**src/sv/bdhr_pkg.sv**
```systemverilog
// Shared types, codes and defaults for the button debounce, hold and repeat unit.
package bdhr_pkg;

    // Default structure sizes.
    localparam int LANES_DEF        = 4;
    localparam int HISTORY_BITS_DEF = 5;

    // Lanes that have a pin, a mask bit and an output slot on the ports.
    localparam int PORT_LANES = 4;

    // Opcodes carried in the slave-side tuser.
    localparam logic [1:0] OP_SAMPLE = 2'd0;
    localparam logic [1:0] OP_RESET  = 2'd1;
    localparam logic [1:0] OP_CLEAR  = 2'd2;
    localparam logic [1:0] OP_NOP    = 2'd3;

    // Configuration register indexes.
    localparam int          CFG_INDEX_W   = 2;
    localparam logic [1:0]  CFG_HOLD_TIME = 2'd0;
    localparam logic [1:0]  CFG_HOLD_TICK = 2'd1;

    // Configuration reset values.
    localparam logic [7:0] HOLD_TIME_RST = 8'd50;
    localparam logic [7:0] HOLD_TICK_RST = 8'd5;

    // Output beat layout.
    localparam int OUT_DATA_W = 16;

    typedef enum logic [1:0] {
        MODE_RELEASED = 2'd0,
        MODE_PRESSED  = 2'd1,
        MODE_HELD     = 2'd2
    } t_mode;

    // Per-lane command for one accepted beat.
    typedef struct packed {
        logic sample;
        logic lane_rst;
        logic clear;
        logic level;
    } t_lane_cmd;

    // Per-lane state after the beat has been applied.
    typedef struct packed {
        t_mode mode;
        logic  flag;
    } t_lane_status;

endpackage

```
**src/sv/bdhr_lane.sv**
```systemverilog
// One button qualifier lane: sample history, press/hold state, hold count and repeat timer.
module bdhr_lane #(
    parameter int HISTORY_BITS = bdhr_pkg::HISTORY_BITS_DEF
) (
    input  logic                   i_clk,
    input  logic                   i_rst_n,
    input  bdhr_pkg::t_lane_cmd    i_cmd,
    input  logic [7:0]             i_hold_time,
    input  logic [7:0]             i_hold_tick,
    output bdhr_pkg::t_lane_status o_next
);

    localparam logic [HISTORY_BITS-1:0] WIN_ONES = {HISTORY_BITS{1'b1}};

    logic [HISTORY_BITS-1:0] r_hist, n_hist;
    bdhr_pkg::t_mode         r_mode, n_mode;
    logic [7:0]              r_cnt, n_cnt;
    logic [7:0]              r_timer, n_timer;
    logic                    r_flag, n_flag;
    logic [HISTORY_BITS-1:0] h;

    always_ff @(posedge i_clk) begin
        if (!i_rst_n) begin
            r_hist  <= WIN_ONES;
            r_mode  <= bdhr_pkg::MODE_RELEASED;
            r_cnt   <= '0;
            r_timer <= '0;
            r_flag  <= 1'b0;
        end else begin
            r_hist  <= n_hist;
            r_mode  <= n_mode;
            r_cnt   <= n_cnt;
            r_timer <= n_timer;
            r_flag  <= n_flag;
        end
    end

    always_comb begin
        n_hist  = r_hist;
        n_mode  = r_mode;
        n_cnt   = r_cnt;
        n_timer = r_timer;
        n_flag  = r_flag;
        h       = r_hist;
        if (i_cmd.lane_rst) begin
            n_hist  = WIN_ONES;
            n_mode  = bdhr_pkg::MODE_RELEASED;
            n_cnt   = '0;
            n_timer = '0;
            n_flag  = 1'b0;
        end else if (i_cmd.clear) begin
            n_flag = 1'b0;
        end else if (i_cmd.sample) begin
            case (r_mode)
                bdhr_pkg::MODE_RELEASED: begin
                    // A low sample can only clear the newest bit while released.
                    h[0] = h[0] & i_cmd.level;
                    if (h == '0) begin
                        n_hist = '0;
                        n_mode = bdhr_pkg::MODE_PRESSED;
                        n_flag = 1'b1;
                    end else begin
                        n_hist = {h[HISTORY_BITS-2:0], 1'b1};
                    end
                end
                bdhr_pkg::MODE_PRESSED, bdhr_pkg::MODE_HELD: begin
                    // A high sample can only set the newest bit while pressed.
                    h[0] = h[0] | i_cmd.level;
                    if (r_mode == bdhr_pkg::MODE_PRESSED && h == '0) begin
                        if (r_cnt >= i_hold_time) begin
                            n_mode = bdhr_pkg::MODE_HELD;
                        end
                        n_cnt = r_cnt + 8'd1;
                    end
                    if (h == WIN_ONES) begin
                        n_hist = WIN_ONES;
                        n_mode = bdhr_pkg::MODE_RELEASED;
                        n_cnt  = '0;
                    end else begin
                        n_hist = {h[HISTORY_BITS-2:0], 1'b0};
                        // The repeat step also runs on the tick that enters held.
                        if (n_mode == bdhr_pkg::MODE_HELD) begin
                            if (r_timer == i_hold_tick) begin
                                n_flag  = 1'b1;
                                n_timer = '0;
                            end else begin
                                n_timer = r_timer + 8'd1;
                            end
                        end
                    end
                end
                default: begin
                    n_mode = r_mode;
                end
            endcase
        end
    end

    assign o_next.mode = n_mode;
    assign o_next.flag = n_flag;

endmodule

```
**src/sv/bdhr_merge.sv**
```systemverilog
// Merging stage: packs the lane states into one result beat behind an output register and skid.
module bdhr_merge #(
    parameter int LANES = bdhr_pkg::LANES_DEF
) (
    input  logic                          i_clk,
    input  logic                          i_rst_n,
    input  logic                          i_load,
    input  bdhr_pkg::t_lane_status        i_status [LANES],
    input  logic                          i_take_ready,
    output logic                          o_ready,
    output logic                          o_valid,
    output logic [bdhr_pkg::OUT_DATA_W-1:0] o_data
);

    logic [bdhr_pkg::OUT_DATA_W-1:0] w_packed;
    logic [bdhr_pkg::OUT_DATA_W-1:0] r_out_data, r_skid_data;
    logic                            r_out_valid, r_skid_valid;
    logic                            w_take;

    // Slot layout: lane i state at [2i+1:2i], lane i flag at bit 8+i.
    genvar g;
    generate
        for (g = 0; g < bdhr_pkg::PORT_LANES; g++) begin : g_slot
            if (g < LANES) begin : g_live
                assign w_packed[2*g +: 2] = i_status[g].mode;
                assign w_packed[2*bdhr_pkg::PORT_LANES + g] = i_status[g].flag;
            end else begin : g_absent
                assign w_packed[2*g +: 2] = 2'b00;
                assign w_packed[2*bdhr_pkg::PORT_LANES + g] = 1'b0;
            end
        end
    endgenerate
    assign w_packed[bdhr_pkg::OUT_DATA_W-1:3*bdhr_pkg::PORT_LANES] = '0;

    assign w_take  = r_out_valid & i_take_ready;
    assign o_ready = ~r_skid_valid;
    assign o_valid = r_out_valid;
    assign o_data  = r_out_data;

    always_ff @(posedge i_clk) begin
        if (!i_rst_n) begin
            r_out_valid  <= 1'b0;
            r_skid_valid <= 1'b0;
        end else if (!r_out_valid || w_take) begin
            if (r_skid_valid) begin
                r_out_valid  <= 1'b1;
                r_skid_valid <= i_load;
            end else begin
                r_out_valid  <= i_load;
            end
        end else if (i_load) begin
            r_skid_valid <= 1'b1;
        end
    end

    always_ff @(posedge i_clk) begin
        if (!r_out_valid || w_take) begin
            if (r_skid_valid) begin
                r_out_data <= r_skid_data;
                if (i_load) begin
                    r_skid_data <= w_packed;
                end
            end else if (i_load) begin
                r_out_data <= w_packed;
            end
        end else if (i_load) begin
            r_skid_data <= w_packed;
        end
    end

endmodule

```
**src/sv/button_debounce_hold_repeat_unit.sv**
```systemverilog
// Top level of the four-lane button debounce, hold and auto-repeat unit.
//
// This block qualifies active-low push buttons, one lane per button, and
// takes one beat per clock cycle, while its skid is empty, on its slave
// stream. A result is registered as its beat is accepted; if the consumer
// holds off, the result waits in the output stage and later beats queue
// behind it. Every lane updates its state (a history shift, an 8-bit
// compare and an 8-bit increment), and a two-deep output stage (output
// register plus skid) lets a new beat enter while the previous result
// still waits for the consumer. Each slave beat
// carries an opcode in tuser: a sample tick shifts every lane's pin level
// into its history and runs the press, hold, release and repeat rules; a
// lane reset returns the lanes selected by lane_mask to their power-up
// state; a flag clear drops the sticky event flags of the selected lanes;
// the fourth code changes nothing. Each slave beat yields exactly one master
// beat with every lane's state and event flag as they stand after the
// update. The hold_time and hold_tick registers are written through the
// configuration channel, which is always ready; write them only while no
// beat is in flight. Writes to an index past the second register are
// dropped.
module button_debounce_hold_repeat_unit #(
    parameter int LANES        = bdhr_pkg::LANES_DEF,
    parameter int HISTORY_BITS = bdhr_pkg::HISTORY_BITS_DEF
) (
    input  logic                             i_clk,
    input  logic                             i_rst_n,
    // Slave stream.
    input  logic                             s_axis_tvalid,
    output logic                             s_axis_tready,
    // tdata from bit 0 up: pin_levels[3:0], lane_mask[7:4].
    input  logic [7:0]                       s_axis_tdata,
    // tuser from bit 0 up: opcode[1:0].
    input  logic [1:0]                       s_axis_tuser,
    // Master stream.
    output logic                             m_axis_tvalid,
    input  logic                             m_axis_tready,
    // tdata from bit 0 up: lane0_state[1:0], lane1_state[3:2],
    // lane2_state[5:4], lane3_state[7:6], event_flags[11:8], zero[15:12].
    output logic [bdhr_pkg::OUT_DATA_W-1:0]  m_axis_tdata,
    // Configuration write channel.
    input  logic                             i_cfg_valid,
    output logic                             o_cfg_ready,
    input  logic [bdhr_pkg::CFG_INDEX_W-1:0] i_cfg_index,
    input  logic [7:0]                       i_cfg_data
);

    logic [7:0] r_hold_time;
    logic [7:0] r_hold_tick;
    logic       w_accept;
    logic [1:0] w_opcode;
    logic [3:0] w_pins;
    logic [3:0] w_mask;

    bdhr_pkg::t_lane_status w_status [LANES];

    assign o_cfg_ready = 1'b1;

    // Configuration registers.
    always_ff @(posedge i_clk) begin
        if (!i_rst_n) begin
            r_hold_time <= bdhr_pkg::HOLD_TIME_RST;
            r_hold_tick <= bdhr_pkg::HOLD_TICK_RST;
        end else if (i_cfg_valid) begin
            case (i_cfg_index)
                bdhr_pkg::CFG_HOLD_TIME: r_hold_time <= i_cfg_data;
                bdhr_pkg::CFG_HOLD_TICK: r_hold_tick <= i_cfg_data;
                default: begin
                end
            endcase
        end
    end

    assign w_accept = s_axis_tvalid & s_axis_tready;
    assign w_opcode = s_axis_tuser;
    assign w_pins   = s_axis_tdata[3:0];
    assign w_mask   = s_axis_tdata[7:4];

    // One qualifier per lane. Lanes past the port width see a low pin and a
    // clear mask bit, so they only ever respond to sample ticks.
    genvar g;
    generate
        for (g = 0; g < LANES; g++) begin : g_lane
            bdhr_pkg::t_lane_cmd w_cmd;
            logic                w_level;
            logic                w_sel;

            if (g < bdhr_pkg::PORT_LANES) begin : g_pin
                assign w_level = w_pins[g];
                assign w_sel   = w_mask[g];
            end else begin : g_nopin
                assign w_level = 1'b0;
                assign w_sel   = 1'b0;
            end

            assign w_cmd.sample   = w_accept && (w_opcode == bdhr_pkg::OP_SAMPLE);
            assign w_cmd.lane_rst = w_accept && (w_opcode == bdhr_pkg::OP_RESET) && w_sel;
            assign w_cmd.clear    = w_accept && (w_opcode == bdhr_pkg::OP_CLEAR) && w_sel;
            assign w_cmd.level    = w_level;

            bdhr_lane #(
                .HISTORY_BITS (HISTORY_BITS)
            ) u_lane (
                .i_clk       (i_clk),
                .i_rst_n     (i_rst_n),
                .i_cmd       (w_cmd),
                .i_hold_time (r_hold_time),
                .i_hold_tick (r_hold_tick),
                .o_next      (w_status[g])
            );
        end
    endgenerate

    // The merge stage captures the post-update lane states on the same edge
    // that the lanes commit them.
    bdhr_merge #(
        .LANES (LANES)
    ) u_merge (
        .i_clk        (i_clk),
        .i_rst_n      (i_rst_n),
        .i_load       (w_accept),
        .i_status     (w_status),
        .i_take_ready (m_axis_tready),
        .o_ready      (s_axis_tready),
        .o_valid      (m_axis_tvalid),
        .o_data       (m_axis_tdata)
    );

endmodule

```
**config.mk**
```make
export PLATFORM = sky130hd
export DESIGN_NAME = button_debounce_hold_repeat_unit
export DESIGN_NICKNAME = d
export VERILOG_FILES = /design/src/sv/bdhr_pkg.sv /design/src/sv/bdhr_lane.sv /design/src/sv/bdhr_merge.sv /design/src/sv/button_debounce_hold_repeat_unit.sv
export SDC_FILE = /design/constraint.sdc
export NUM_CORES = 1
export LEC_CHECK = 0
export CORE_MARGIN = 2
export CORE_UTILIZATION = 64
export CTS_CLUSTER_DIAMETER = 150
export CTS_CLUSTER_SIZE = 25
export DETAILED_ROUTE_END_ITERATION = 8
export DONT_BUFFER_PORTS = 1
export PLACE_DENSITY = 0.8
export SYNTH_ARGS = -nofsm -noshare
export SYNTH_HDL_FRONTEND = slang
export SYNTH_SLANG_ARGS = --single-unit
```
**constraint.sdc**
```tcl
create_clock -name i_clk -period 3.13 [get_ports i_clk]
set_clock_uncertainty 0.05 [all_clocks]
set_input_delay 0.939 -clock i_clk [delete_from_list [all_inputs] [get_ports i_clk]]
set_output_delay 0.939 -clock i_clk [all_outputs]
set_load 0.01 [all_outputs]
```
==> key figures, run 1 <==
Placed design
  • Pre-CTS WS: 0.133 ns
  • Dpl hpwl: 13800 µm
  • Routability cong.: 0.908
  • Port Buffers: 0

Clock tree
  • CTS root buf: clkbuf_16
  • Cts bufs inserted: 17
  • Cts repair resizes: 0
  • Number of setup buffers added after CTS: 0
  • CTS sink count: 138
  • CTS tree: yes
  • Clock Latency Late Sink: 0.43 ns
  • CTS hold repair buffers: 0
  • Clock Path Buffers: 2
  • CTS HTree Levels: 4
  • Clock transition at the registers of the reported paths: 0.06 ns

Worst hold path
  • Tightest Hold Check Type: reg2reg

Yosys
  • Unique masters post-synth: 75
  • Area share of the largest cell type after synthesis: 29.5%
  • Most used flip-flop cell after synthesis: dfxtp_1
  • Yosys top cell by area: dfxtp_1
  • Largest cells by area after synthesis: dfxtp_1 30%, edfxtp_1 9.3%, ha_1 8.4%, nor2_1 4.5%, nand2_1 4.3%
  • Sequential area share after synthesis: 38.9%
  • Number of synthesized flops with an enable pin: 24
  • Synth Cell Area: 0.00772 mm²
  • Cell count after synthesis: 884
  • Synth Area per Inst: 8.74 µm²
  • Warnings, synthesis: 0
  • Synth async-reset ratio: 0%
  • Synthesized flop and latch total: 138

STA
  • Max_slew headroom: 47.8%
  • Pins Over Slew Limit: 0
  • Final setup fails: 0
  • Final hold viol count: 0
  • RSZ-0062 raised after global routing: false
  • Final period util: 92.3%
  • Slew @ Worst Pin: 0.777 ns
  • Worst setup margin: 0.241 ns
  • Final Critical Period: 2.89 ns
  • Setup TNS: 0 ns
  • Fmax: 0.346 GHz
  • Worst hold slack: 0.461 ns

Final layout
  • Ratio of cells with drive above 1 in the final layout: 7.80%
  • Final nets: 962
  • Most frequent cells in the layout: 114 x dfxtp_1, 93 x nor2_1, 88 x nand2_1, 56 x a21oi_1, 56 x nand3_1
  • Area Growth Syn to Fin: 10.6%
  • Diodes inserted: 0
  • Fillers: 900
  • Most common cell after layout, fill and taps aside: dfxtp_1
  • Finished Core Util: 71.7%

Die
  • Ports: 44
  • Die width: 114 µm
  • Die H: 114 µm
  • DIE AREA: 0.0130 mm²
  • Core box area: 0.0119 mm²
  • Site Rows: 40
  • Initial Utilization: 64.9%

Detailed routing
  • Final wirelength: 18800 µm
  • Routed Antenna Nets: 0
  • First-pass DRT Iterations: 7
  • Via count: 6591
  • Vias per Instance: 6.31
  • WL/cell: 18.0 µm
  • DRT iter0 DRCs: 754
  • DRC: 0

Global route
  • Overall Global Routing Usage: 29.7%
  • Grt total ovfl: 0
  • First-pass GRT wire length: 30300 µm
  • Vias in the first global route: 6177
  • Antenna violations before repair: 0
  • Largest net degree at the start of global routing: 31

Setup path
  • Critical Path RT: 3.44 ns
  • Crit. End Element: flop
  • Startpoint types: flop
  • Minimum setup slack among reg-to-reg paths: 0.24 ns
  • Critical Path Fanout Max: 11
  • Crit path kind: reg2reg
  • Data arrival time of the worst path: 3.20 ns

Pwr
  • Clock power frac: 51.5%
  • Peak supply drop: 365 µV
  • Power share of the sequential group: 43.4%
  • Switching power: 950 µW
  • Final Power: 4340 µW
  • Combinational power share: 5.1%
  • Switching Share: 21.9%
  • Cell-internal power: 3390 µW
  • Pleak: 0.00348 µW
  • Power per standard cell area: 508 mW/mm²

Status
  • Outcome: completed

Flow run
  • Max Cap Viol: 0
[kinds of logic after synthesis]
group | after synthesis | synth area share [%]
flip-flops | 138 | 38.9
multiplexers | 17 | 2.27
buffers and inverters | 60 | 3.32
XOR/XNOR | 62 | 7.03
other | 2 | 0.0972
adder cells (fa/ha/maj) | 52 | 8.42
AND/OR/NAND/NOR | 369 | 24.5
AO/OA/AOI/OAI | 184 | 15.5
[worst paths after layout]
check / startpoint / to / cells past startpoint
setup / recovery: r_hold_time[6]$_SDFFE_PN0P_ / g_lane[2].u_lane.r_timer[7]$_SDFFE_PP0P_ / 7
setup reg to reg: r_hold_time[6]$_SDFFE_PN0P_ / g_lane[2].u_lane.r_timer[7]$_SDFFE_PP0P_ / 7
hold reg to reg: g_lane[0].u_lane.r_timer[1]$_SDFFE_PP0P_ / g_lane[0].u_lane.r_timer[1]$_SDFFE_PP0P_ / 2
hold / removal: g_lane[0].u_lane.r_timer[1]$_SDFFE_PP0P_ / g_lane[0].u_lane.r_timer[1]$_SDFFE_PP0P_ / 2
[registers in the layout, indices dropped and copies added, names as in the netlist]
register and count:
u_merge.r_skid_valid 1, u_merge.o_valid 1, g_lane.u_lane.r_mode 8, g_lane.u_lane.r_cnt 32
g_lane.u_lane.r_timer 32, g_lane.u_lane.r_flag 4, u_merge.r_skid_data 12, g_lane.u_lane.r_hist 20
u_merge.o_data 12, r_hold_time 8, r_hold_tick 8
[layer usage]
layer  routed length [µm]  up-vias  track usage, %
met5                    0        -               0
met4                  410        0            11.4
met3                 1420       39            6.91
met2                 8830      271            48.6
met1                 8180     3114            38.4
li1                     -     3167               -
[area by class of cell]
type | instances | area, µm² | area share, %
inverters | 25 | 93.8 | 1.10
clock inverters | 10 | 159 | 1.86
flip-flops and latches | 138 | 3000 | 35.2
well taps | 147 | 184 | 2.15
repair buffers | 14 | 118 | 1.38
multi-input cells | 689 | 4480 | 52.4
clock buffers | 22 | 507 | 5.93
[worst max-delay path, cell delays in order, from the launching register on]
cell and delay, ns:
dfxtp_1 0.30, inv_1 0.14, ha_1 0.35, nand4_1 0.10, o31ai_1 0.69, o21ai_1 0.42
or4_1 0.60, a21oi_1 0.15
[metrics by stage]
stage | instance area (µm²) | instances
after global routing | 8540 | 1045
final | 8540 | 1045
after floorplan | 7740 | 887
after CTS | 8540 | 1045
after global placement | 7880 | 1013
after detailed placement | 7880 | 1013
[Yosys cell counts, drive strengths merged, types with 3 or more instances]
cell type and count:
o21a 6, or4b 3, o31ai 13, o211ai 6, nor3 9, buf 8
a211oi 8, xnor2 25, o21ai 40, mux2 4, dfxtp 114, edfxtp 24
o2111ai 4, clkbuf 27, and3 11, nor3b 5, nand2 89, a211o 3
nor2b 17, a31oi 7, nand2b 9, a21boi 8, mux2i 13, and2 19
a21oi 56, a21o 4, nand3 57, nor4 10, or2 5, a22oi 3
inv 25, xor2 37, or3 10, ha 52, nor2 94, nand4 17
or4 6
[power groups by stage]
| stage | registers [µW] | clock network (µW) | logic [µW] |
|---|---|---|---|
| after floorplan | 1900 | 0 | 176 |
| after global placement | 1920 | 0 | 206 |
| after detailed placement | 1920 | 0 | 214 |
| after CTS | 1880 | 2250 | 217 |
| after global routing | 1890 | 2330 | 243 |
| final | 1880 | 2230 | 221 |
Note: power is estimated with default switching activity, not from simulation.
==> run 2: changes to the inputs <==
Settings changed: CORE_MARGIN 2 to not set.
==> key figures, run 2 (synthesized netlist as in run 1, its figures left out) <==
Pwr
  • Peak supply drop: 464 µV
  • Pleak: 0.00341 µW
  • Final Power: 4130 µW
  • Power per standard cell area: 490 mW/mm²

Global route
  • Antenna violations before repair: 0
  • Vias in the first global route: 6360
  • Grt total ovfl: 0
  • Overall Global Routing Usage: 31.4%
  • First-pass GRT wire length: 30900 µm
  • Largest net degree at the start of global routing: 31

Final layout
  • Register area: 0.00300 mm²
  • Area Growth Syn to Fin: 9.20%
  • Area of the multi-input gates: 0.00448 mm²
  • Most frequent cells in the layout: 114 x dfxtp_1, 93 x nor2_1, 88 x nand2_1, 56 x a21oi_1, 56 x nand3_1
  • Diodes inserted: 0
  • Final nets: 959
  • Post-route cell area: 0.00844 mm²
  • Ratio of cells with drive above 1 in the final layout: 7.26%
  • Top Registers: g_lane.u_lane.r_cnt: 32 flops, g_lane.u_lane.r_timer: 32 flops, g_lane.u_lane.r_hist: 20 flops
  • Fillers: 877
  • Most common cell after layout, fill and taps aside: dfxtp_1

Detailed routing
  • DRC: 7
  • Wire length on met3: 1290 µm
  • First-pass DRT Iterations: 8
  • Top Metal Used: met4
  • Routed Antenna Nets: 0
  • Vias per Instance: 6.37
  • DRT iter0 DRCs: 547
  • WL/cell: 18.3 µm
  • Final wirelength: 19000 µm
  • WL met2: 9120 µm
  • Via count: 6615
  • M1 WL: 8060 µm

Clock tree
  • Cts repair resizes: 0
  • Clock Path Buffers: 2
  • CTS root buf: clkbuf_16
  • CTS HTree Levels: 4
  • CTS sink count: 138
  • Cts bufs inserted: 17
  • Clock transition at the registers of the reported paths: 0.06 ns
  • Number of setup buffers added after CTS: 0
  • Clock Latency Late Sink: 0.43 ns
  • CTS tree: yes
  • CTS hold repair buffers: 0

STA
  • RSZ-0062 raised after global routing: false
  • Final setup fails: 0
  • Slew @ Worst Pin: 0.914 ns
  • Pins Over Slew Limit: 0
  • Final hold viol count: 0
  • Fmax: 0.357 GHz
  • Max_slew headroom: 38.8%
  • Final period util: 89.6%
  • Setup TNS: 0 ns
  • Final Critical Period: 2.80 ns
  • Worst setup margin: 0.326 ns

Die
  • Die width: 112 µm
  • DIE AREA: 0.0125 mm²
  • Initial Utilization: 66.5%
  • Die H: 112 µm
  • Core box area: 0.0116 mm²
  • Site Rows: 39
  • Ports: 44

Status
  • Outcome: finished with violations
  • Violated checks: DRC

Placed design
  • Routability cong.: 0.974
  • Port Buffers: 0
  • Dpl hpwl: 13800 µm
  • Placed cell area: 0.00784 mm²
  • Pre-CTS WS: 0.163 ns

Setup path
  • Critical Path RT: 3.43 ns
  • CP max-delay cell: o31ai_1
  • Crit path kind: reg2reg
  • Critical Path Fanout Max: 11
  • CP cell instances: inv_1 -> ha_1 -> nand4_1 -> o31ai_1 -> o21ai_1 -> or4_1 -> a21oi_1
  • Critical Path Max Stage Delay: 0.63 ns
  • Crit. End Element: flop
  • Data arrival time of the worst path: 3.11 ns
  • Startpoint types: flop

Flow run
  • Max Cap Viol: 0

Worst hold path
  • Tightest Hold Check Type: reg2reg
-- run 2: cell count changes in the layout (fill, tap and decap cells not counted) --
cell	delta
clkinvlp_4	+3
clkbuf_1	+1
bufinv_16	-1
buf_12	-1
nor3b_1	-1
clkbuf_16	-2
clkinv_2	-2
clkbuf_8	-1
buf_4	-2
nor3b_2	+1
clkinv_1	+2
-- run 2: power breakdown --
group,switching [µW],internal (µW),leakage (µW)
Clock,760,1270,0.000273
Combinational,142,80.3,0.00198
Sequential,41.9,1840,0.00115
Total,944,3190,0.00341
-- run 2: path summary, 6_finish.rpt --
path / from / to / slack (ns) / cells past startpoint
worst max-delay path: r_hold_time[5]$_SDFFE_PN1P_ / g_lane[2].u_lane.r_timer[7]$_SDFFE_PP0P_ / 0.33 / 7
worst min register to register: g_lane[3].u_lane.r_timer[7]$_SDFFE_PP0P_ / g_lane[3].u_lane.r_timer[7]$_SDFFE_PP0P_ / 0.45 / 2
worst max register to register: r_hold_time[5]$_SDFFE_PN1P_ / g_lane[2].u_lane.r_timer[7]$_SDFFE_PP0P_ / 0.33 / 7
worst min-delay path: g_lane[3].u_lane.r_timer[7]$_SDFFE_PP0P_ / g_lane[3].u_lane.r_timer[7]$_SDFFE_PP0P_ / 0.45 / 2
-- run 2: metal layers --
metal  up-vias  GRT usage (%)
met1      3163           38.5
met2       245           53.3
met4         0           12.3
li1       3159              -
met3        48           7.51
met5         -              0
-- run 2: final cells by class --
cell class / instances / share of cell area (%)
Clock buffer: 20 / 5.30
Multi-Input combinational cell: 689 / 53.1
Timing Repair Buffer: 11 / 0.979
Tap cell: 143 / 2.12
Sequential cell: 138 / 35.6
Clock inverter: 12 / 1.77
Inverter: 25 / 1.11
-- run 2: through the flow --
step	util, %	hold WS, ns	std cells
6_report	72.6	0.449	1038
5_1_grt	72.6	0.466	1038
4_1_cts	72.6	0.451	1038
3_5_place_dp	67.5	0.443	1006
3_3_place_gp	67.5	0.425	1006
2_1_floorplan	-	0.414	887
-- run 2: critical path, delay by kind of cell (launching register included) --
family,cells,cell delay (ns)
DFF,1,0.32
buffers and inverters,1,0.15
and+or+nand+nor,2,0.68
adders and majority gates,1,0.35
AOI/OAI and AO/OA,3,1.19
